--- config.mk ---
export PLATFORM = sky130hd
export DESIGN_NAME = gtg_step
export DESIGN_NICKNAME = d
export VERILOG_FILES = /design/src/design/gtg_pkg.sv /design/src/design/gtg_step.sv
export SDC_FILE = /design/constraint.sdc
export NUM_CORES = 1
export LEC_CHECK = 0
export ABC_CLOCK_PERIOD_IN_PS = 950
export BUFFER_PORTS_ARGS = -buffer_cell sky130_fd_sc_hd__buf_4
export CAP_MARGIN = 20
export CORE_MARGIN = 2
export CORE_UTILIZATION = 55
export CTS_CLUSTER_DIAMETER = 40
export DETAILED_ROUTE_END_ITERATION = 16
export PLACE_DENSITY_LB_ADDON = 0.25
export SETUP_SLACK_MARGIN = 0.05
export SYNTH_ARGS = -nofsm -noshare
export SYNTH_HDL_FRONTEND = slang
export SYNTH_SLANG_ARGS = --single-unit
--- constraint.sdc ---
create_clock -name clk_i -period 0.95 [get_ports clk_i]
set_clock_uncertainty 0.05 [all_clocks]
set_input_delay 0.095 -clock clk_i [delete_from_list [all_inputs] [get_ports clk_i]]
set_output_delay 0.095 -clock clk_i [all_outputs]
set_load 0.1 [all_outputs]
--- src/design/gtg_pkg.sv ---
// Shared constants, types and tables of the go-to-goal controller.
package gtg_pkg;

  // Field widths
  localparam int PosW   = 16;
  localparam int DiffW  = 17;
  localparam int AngW   = 15;
  localparam int SpeedW = 16;
  localparam int GainW  = 16;
  localparam int ModeW  = 2;

  // Configuration port
  localparam int CfgIdxW  = 3;
  localparam int CfgDataW = 16;

  localparam logic [CfgIdxW-1:0] CfgTargetX  = 3'd0;
  localparam logic [CfgIdxW-1:0] CfgTargetY  = 3'd1;
  localparam logic [CfgIdxW-1:0] CfgGain     = 3'd2;
  localparam logic [CfgIdxW-1:0] CfgMaxSpeed = 3'd3;
  localparam logic [CfgIdxW-1:0] CfgDistThr  = 3'd4;
  localparam logic [CfgIdxW-1:0] CfgAngThr   = 3'd5;

  localparam logic [PosW-1:0]   TargetXRst  = 16'd256;
  localparam logic [PosW-1:0]   TargetYRst  = 16'd256;
  localparam logic [GainW-1:0]  GainRst     = 16'd4096;
  localparam logic [SpeedW-1:0] MaxSpeedRst = 16'd768;
  localparam logic [SpeedW-1:0] DistThrRst  = 16'd26;
  localparam logic [AngW-1:0]   AngThrRst   = 15'd819;

  // Result modes
  localparam logic [ModeW-1:0] ModeStop    = 2'd0;
  localparam logic [ModeW-1:0] ModeRotate  = 2'd1;
  localparam logic [ModeW-1:0] ModeForward = 2'd2;

  // Datapath widths
  localparam int SqW       = 34;  // dx^2 + dy^2
  localparam int CxW       = 34;  // CORDIC x/y
  localparam int CzW       = 32;  // angle in 2^-28 rad
  localparam int DistW     = 17;
  localparam int SqrtSteps = 17;  // one result bit per step
  localparam int SqrtTop   = 32;  // exponent of the first trial bit
  localparam int PreShift  = 14;

  localparam int CordicStagesDef = 16;
  localparam int AtanEntries     = 24;

  // atan(2^-i) in units of 2^-28 rad
  localparam logic signed [CzW-1:0] AtanTab [AtanEntries] = '{
    32'sd210828714, 32'sd124459457, 32'sd65760959, 32'sd33381290,
    32'sd16755422,  32'sd8385879,   32'sd4193963,  32'sd2097109,
    32'sd1048571,   32'sd524287,    32'sd262144,   32'sd131072,
    32'sd65536,     32'sd32768,     32'sd16384,    32'sd8192,
    32'sd4096,      32'sd2048,      32'sd1024,     32'sd512,
    32'sd256,       32'sd128,       32'sd64,       32'sd32
  };

  localparam logic signed [CzW-1:0] AtanPiHalf = 32'sd421657428;

  // Payload of one square-root / CORDIC pipeline stage
  typedef struct packed {
    logic [SqW-1:0]         rem;
    logic [SqW-1:0]         root;
    logic signed [CxW-1:0]  cx;
    logic signed [CxW-1:0]  cy;
    logic signed [CzW-1:0]  cz;
    logic signed [AngW-1:0] hd;
  } gtg_stage_t;

endpackage

--- src/design/gtg_step.sv ---
// One registered stage: a square-root digit step, a CORDIC vectoring step, or both.
module gtg_step #(
  parameter int STEP          = 0,
  parameter int CORDIC_STAGES = gtg_pkg::CordicStagesDef
) (
  input  logic               clk_i,
  input  logic               rst_ni,
  input  logic               en_i,
  input  logic               valid_i,
  input  gtg_pkg::gtg_stage_t data_i,
  output logic               valid_o,
  output gtg_pkg::gtg_stage_t data_o
);
  import gtg_pkg::*;

  localparam bit DoSqrt  = (STEP < SqrtSteps);
  localparam bit DoRot   = (STEP < CORDIC_STAGES) && (STEP < AtanEntries);
  localparam int SqShift = DoSqrt ? (SqrtTop - 2 * STEP) : 0;
  localparam int RotSh   = DoRot ? STEP : 0;
  localparam logic [SqW-1:0] SqBit = SqW'(1) << SqShift;
  localparam logic signed [CzW-1:0] AtanStep = AtanTab[RotSh];

  logic [SqW:0]          trial;
  logic signed [CxW-1:0] xsh;
  logic signed [CxW-1:0] ysh;
  gtg_stage_t            nxt;
  logic                  valid_q;
  gtg_stage_t            data_q;

  assign trial = {1'b0, data_i.root} + {1'b0, SqBit};
  assign xsh   = data_i.cx >>> RotSh;
  assign ysh   = data_i.cy >>> RotSh;

  always_comb begin
    nxt = data_i;
    if (DoSqrt) begin
      if ({1'b0, data_i.rem} >= trial) begin
        nxt.rem  = data_i.rem - trial[SqW-1:0];
        nxt.root = (data_i.root >> 1) + SqBit;
      end else begin
        nxt.root = data_i.root >> 1;
      end
    end
    if (DoRot) begin
      // rotate toward the x axis
      if (data_i.cy > 0) begin
        nxt.cx = data_i.cx + ysh;
        nxt.cy = data_i.cy - xsh;
        nxt.cz = data_i.cz + AtanStep;
      end else begin
        nxt.cx = data_i.cx - ysh;
        nxt.cy = data_i.cy + xsh;
        nxt.cz = data_i.cz - AtanStep;
      end
    end
  end

  always_ff @(posedge clk_i or negedge rst_ni) begin
    if (!rst_ni) begin
      valid_q <= 1'b0;
    end else if (en_i) begin
      valid_q <= valid_i;
    end
  end

  always_ff @(posedge clk_i) begin
    if (en_i) begin
      data_q <= nxt;
    end
  end

  assign valid_o = valid_q;
  assign data_o  = data_q;

endmodule

==> run summary, run 1 <==
=============================================================================
Status ......................................................... stopped before the end
Failing step ................................................... clock tree synthesis
First reported error ........................................... [ERROR DPL-0033] detailed placement checks failed during check placement.
Total number of yosys warnings .................................            0
Die Span X .....................................................       170 um
GP Congestion ..................................................         1.06
Cell type with the largest total area after synthesis ..........     edfxtp_1
Largest buffer count on any clock path .........................            2
Post-synth ARST share ..........................................       0.546%
Quantity of hold-fixing buffers added after cts ................           80
Count of cell types in the netlist .............................           82
Cell Area, Synth ............................................... 15,200 sq um
Top-area cell type share of the netlist area ...................        35.9%
Synthesized net count ..........................................        1,987
Cell types with the largest area share after synthesis ......... edfxtp_1 36%, ha_1 13%, a21oi_1 5.9%, xnor2_1 5.6%, inv_1 3.7%
Starting density of the core ...................................        56.3%
Post-CTS setup buffers .........................................           54
Dominant synthesized flop cell .................................     edfxtp_1
Number of placed instances, taps included ......................        2,829
Clock root buffer ..............................................    clkbuf_16
Number of buffers inserted by port buffering ...................          370
Number of synthesized flops with an enable pin .................          182
Post-synthesis average cell area ...............................   9.33 sq um
Place WS .......................................................     -3080 ps
Clock sink count ...............................................          183
I/O pins .......................................................          371
Height of the chip .............................................       170 um
Number of buffers created by CTS ...............................           17
Max H-tree Level ...............................................            4
Number of instances in the synthesized netlist .................        1,632
Post-synthesis register bit count ..............................          183
# rows .........................................................           60
CTS resizes ....................................................          233
Portion of the post-synthesis area used by sequential elements .        36.1%
Library cell with the highest instance count after synthesis ...     edfxtp_1
Half-perimeter wire length after placement .....................    52,600 um
List of most frequent post-synthesis cells ..................... 182 x edfxtp_1, 180 x a21oi_1, 163 x ha_1
=============================================================================
## stage by stage
stage	TNS, ps	instance area, sq um
detailed placement	-270000	23500
floorplan	-192230	16600
global placement	-259630	23500
## cell families after synthesis
| group | synth area share, % |
|---|---|
| AO/OA/AOI/OAI | 22.0 |
| AND/OR/NAND/NOR | 11.8 |
| buffers and inverters | 5.43 |
| flip-flops | 36.1 |
| adder cells (fa/ha/maj) | 14.1 |
| XOR/XNOR | 7.14 |
| multiplexers | 3.51 |
==> inputs of run 2 (changes only) <==
--- a/config.mk
+++ b/config.mk
@@ -9,11 +9,9 @@
 export BUFFER_PORTS_ARGS = -buffer_cell sky130_fd_sc_hd__buf_4
 export CAP_MARGIN = 20
 export CORE_MARGIN = 2
-export CORE_UTILIZATION = 55
-export CTS_CLUSTER_DIAMETER = 40
+export CORE_UTILIZATION = 40
 export DETAILED_ROUTE_END_ITERATION = 16
-export PLACE_DENSITY_LB_ADDON = 0.25
-export SETUP_SLACK_MARGIN = 0.05
+export PLACE_DENSITY_LB_ADDON = 0.15
 export SYNTH_ARGS = -nofsm -noshare
 export SYNTH_HDL_FRONTEND = slang
 export SYNTH_SLANG_ARGS = --single-unit
==> run 2 against run 1 <==
The flow now finishes, with violations (negative setup slack). Synthesized area stayed put. Synthesized cell count unchanged.
==> run summary, run 2 <==
===============================================================================================
Cell type with the largest total area after synthesis ............................     edfxtp_1
Number of buffers created by CTS .................................................           17
First DRT Iteration DRCs .........................................................          839
Height of the chip ...............................................................       199 um
Top-area cell type share of the netlist area .....................................        35.9%
Number of instances in the synthesized netlist ...................................        1,632
Relative slew margins ............................................................        41.9%
Die ar. .......................................................................... 39,600 sq um
Hold_sp ..........................................................................         en_i
Number of cells on the worst hold path ...........................................            2
GP Congestion ....................................................................        0.927
Largest buffer count on any clock path ...........................................            2
Layout Nets ......................................................................        3,037
Fin. Hold Viols ..................................................................            0
Portion of the post-synthesis area used by sequential elements ...................        36.1%
Commonest cells after routing, fill and taps aside ............................... 875 x buf_4, 182 x edfxtp_1, 118 x inv_1, 118 x a21oi_1, 115 x ha_1
Library cell with the highest instance count after synthesis .....................     edfxtp_1
GRT Residual Overflow ............................................................            0
Largest net degree at the start of global routing ................................           64
Sequential Area ..................................................................   5490 sq um
Total global routing track utilization ...........................................        30.6%
Critical path endpoint category ..................................................     register
Cell Area, Synth ................................................................. 15,200 sq um
Half-perimeter wire length after placement .......................................    47,400 um
Static leakage ...................................................................      12.6 nW
Hold endpoint .................................................................... data_o[116]$_DFFE_PP_
Number of antenna violations at the first check in global routing ................            1
Count of cell types in the netlist ...............................................           82
Startpoint type of the worst setup path .......................................... primary input
Number of synthesized flops with an enable pin ...................................          182
Maximum clock frequency ..........................................................    0.325 GHz
# rows ...........................................................................           71
Leading cell type in the layout, fill and taps excluded ..........................        buf_4
Launch point of the worst path ...................................................   data_i[67]
Max-slew violation count .........................................................            0
Clock input transition at the sequential cells of the worst setup and hold paths .        80 ps
FF-to-FF Start ................................................................... valid_o$_DFFE_PN0P_
Share of post-route cells with drive strength above 1 ............................        52.4%
Max H-tree Level .................................................................            4
Vias .............................................................................       16,700
Crit path kind ...................................................................       in2reg
First drt pass iteration count ...................................................            5
Post-synthesis average cell area .................................................   9.33 sq um
Depth of the worst register-to-register path .....................................            1
Dominant synthesized flop cell ...................................................     edfxtp_1
Final setup viols ................................................................          316
Tightest Pin Transition ..........................................................       871 ps
Status ........................................................................... finished with violations
Reported max-cap violation count .................................................            0
Detailed-route wire length .......................................................    62,500 um
Largest register FFs .............................................................          182
P per Cell Area .................................................................. 1530 nW/um^2
CTS tree .........................................................................        built
Data required time at the worst endpoint .........................................      1120 ps
Routed wirelength normalized by instance count ...................................      19.5 um
Layout overhead on the synthesized area ..........................................        81.8%
Number of buffers inserted by port buffering .....................................          370
Total number of yosys warnings ...................................................            0
Count of non-filler cells in the finished layout .................................        3,207
Starting density of the core .....................................................        40.5%
Clock latency at the later pin of the worst-skew pair ............................       460 ps
Footprint of the multi-input gates ............................................... 11,200 sq um
Vias in the first global route ...................................................       17,200
Core Box Area .................................................................... 37,600 sq um
FILL cells .......................................................................        2,693
Clock root buffer ................................................................    clkbuf_16
Cell types with the largest area share after synthesis ........................... edfxtp_1 36%, ha_1 13%, a21oi_1 5.9%, xnor2_1 5.6%, inv_1 3.7%
Core utilization of the finished layout ..........................................        73.7%
Worst path arrival time ..........................................................      3250 ps
Maximum vdd ir drop ..............................................................      1.43 mV
Die Span X .......................................................................       199 um
Post-synthesis register bit count ................................................          183
Violated checks .................................................................. negative setup slack
Clock sink count .................................................................          183
List of most frequent post-synthesis cells ....................................... 182 x edfxtp_1, 180 x a21oi_1, 163 x ha_1
I/O pins .........................................................................          371
Post-synth ARST share ............................................................       0.546%
Number of placed instances, taps included ........................................        3,009
Setup slack of the worst register-to-register path ...............................        10 ps
Detailed-route DRC error count ...................................................            0
Worst slack on hold paths ........................................................      29.4 ps
Final critical-path required period ..............................................      3080 ps
Endpoint of the most critical register-to-register path .......................... valid_o$_DFFE_PN0P_
Synthesized net count ............................................................        1,987
Min setup slack post-route .......................................................     -2130 ps
Setup repair after global routing missed its margin ..............................          yes
Period utilisation layout ........................................................         324%
Worst Hold Class .................................................................       in2reg
Critical path fanouts, max .......................................................            5
Vias per cell ....................................................................         5.21
Place WS .........................................................................     -2750 ps
Post-DRT Antenna Nets ............................................................            0
Global-route wire length before repair ...........................................    93,100 um
===============================================================================================
run 2: cell counts after synthesis:
Identical to the previous run, type by type.
run 2: routing by layer:
layer | GRT usage (%) | up-vias | share of wire [%]
met2 | 54.4 | 519 | 50
met5 | 0 | - | 0
li1 | - | 8054 | -
met4 | 15.4 | 0 | 4.8
met1 | 35.8 | 7990 | 40
met3 | 4.49 | 153 | 5.0
run 2: metrics by stage:
stage / total power (W) / area [sq um] / setup TNS, ps
after floorplan: 0.0254 / 16600 / -192230
after global placement: 0.0325 / 23900 / -260930
after detailed placement: 0.0326 / 23900 / -261480
after CTS: 0.0416 / 27100 / -232620
after global routing: 0.0438 / 27700 / -254240
final: 0.0423 / 27700 / -238150
run 2: report_power, final:
part	internal [W]	switching (W)	total, W
logic	0.00899	0.0153	0.0243
clock network	0.00347	0.00367	0.00713
registers	0.0104	0.000478	0.0108
run 2: critical path, cell delays in order:
cell and delay [ps]:
buf_8 100, nor4_4 270, buf_4 170, nand4_1 200, nor2_2 190, a21o_4 200
inv_8 60, ha_4 280, and3_4 220, nand4b_1 130, and4b_2 280, o311a_4 340
nor3b_4 260, o21ai_1 110, a32oi_1 240, xnor2_1 80
run 2: how the worst max path moves through the flow:
| stage | end | slack [ps] | cells after the start |
|---|---|---|---|
| floorplan | data_o[45]$_DFFE_PP_ | -2290 | 17 |
| global placement | data_o[43]$_DFFE_PP_ | -2730 | 16 |
| detailed placement | data_o[45]$_DFFE_PP_ | -2750 | 17 |
| CTS | data_o[45]$_DFFE_PP_ | -2120 | 16 |
| global route | data_o[43]$_DFFE_PP_ | -2290 | 16 |
| finish | data_o[43]$_DFFE_PP_ | -2130 | 16 |
run 2: what timing repair did:
item | 4_1_cts | 5_1_grt
hold buffers | 86 | 0
pin swaps | 141 | 125
resized for setup | 264 | 133
buffers inserted | 73 | 38
setup endpoints to repair | 316 | 317
cloned | 5 | 0
endpoints found under the hold margin | 88 | 0
run 2: logic make-up after synthesis:
logic type	after synthesis	share of synthesized area [%]
xor+xnor	124	7.14
flops	183	36.1
buf+inv	214	5.43
simple gates	372	11.8
mux	49	3.51
compound gates	522	22.0
fa+ha+maj	168	14.1
run 2: final cells by class:
class | instances | area share (%)
Tap cell | 511 | 2.31
Sequential cell | 183 | 19.9
Clock inverter | 15 | 0.493
Clock buffer | 17 | 1.54
Timing Repair Buffer | 1089 | 33.0
Timing Repair inverter | 1 | 0.0226
Multi-Input combinational cell | 1235 | 40.3
Antenna cell | 1 | 0.00904
Inverter | 155 | 2.47
Power figures use the tool's default switching activity.
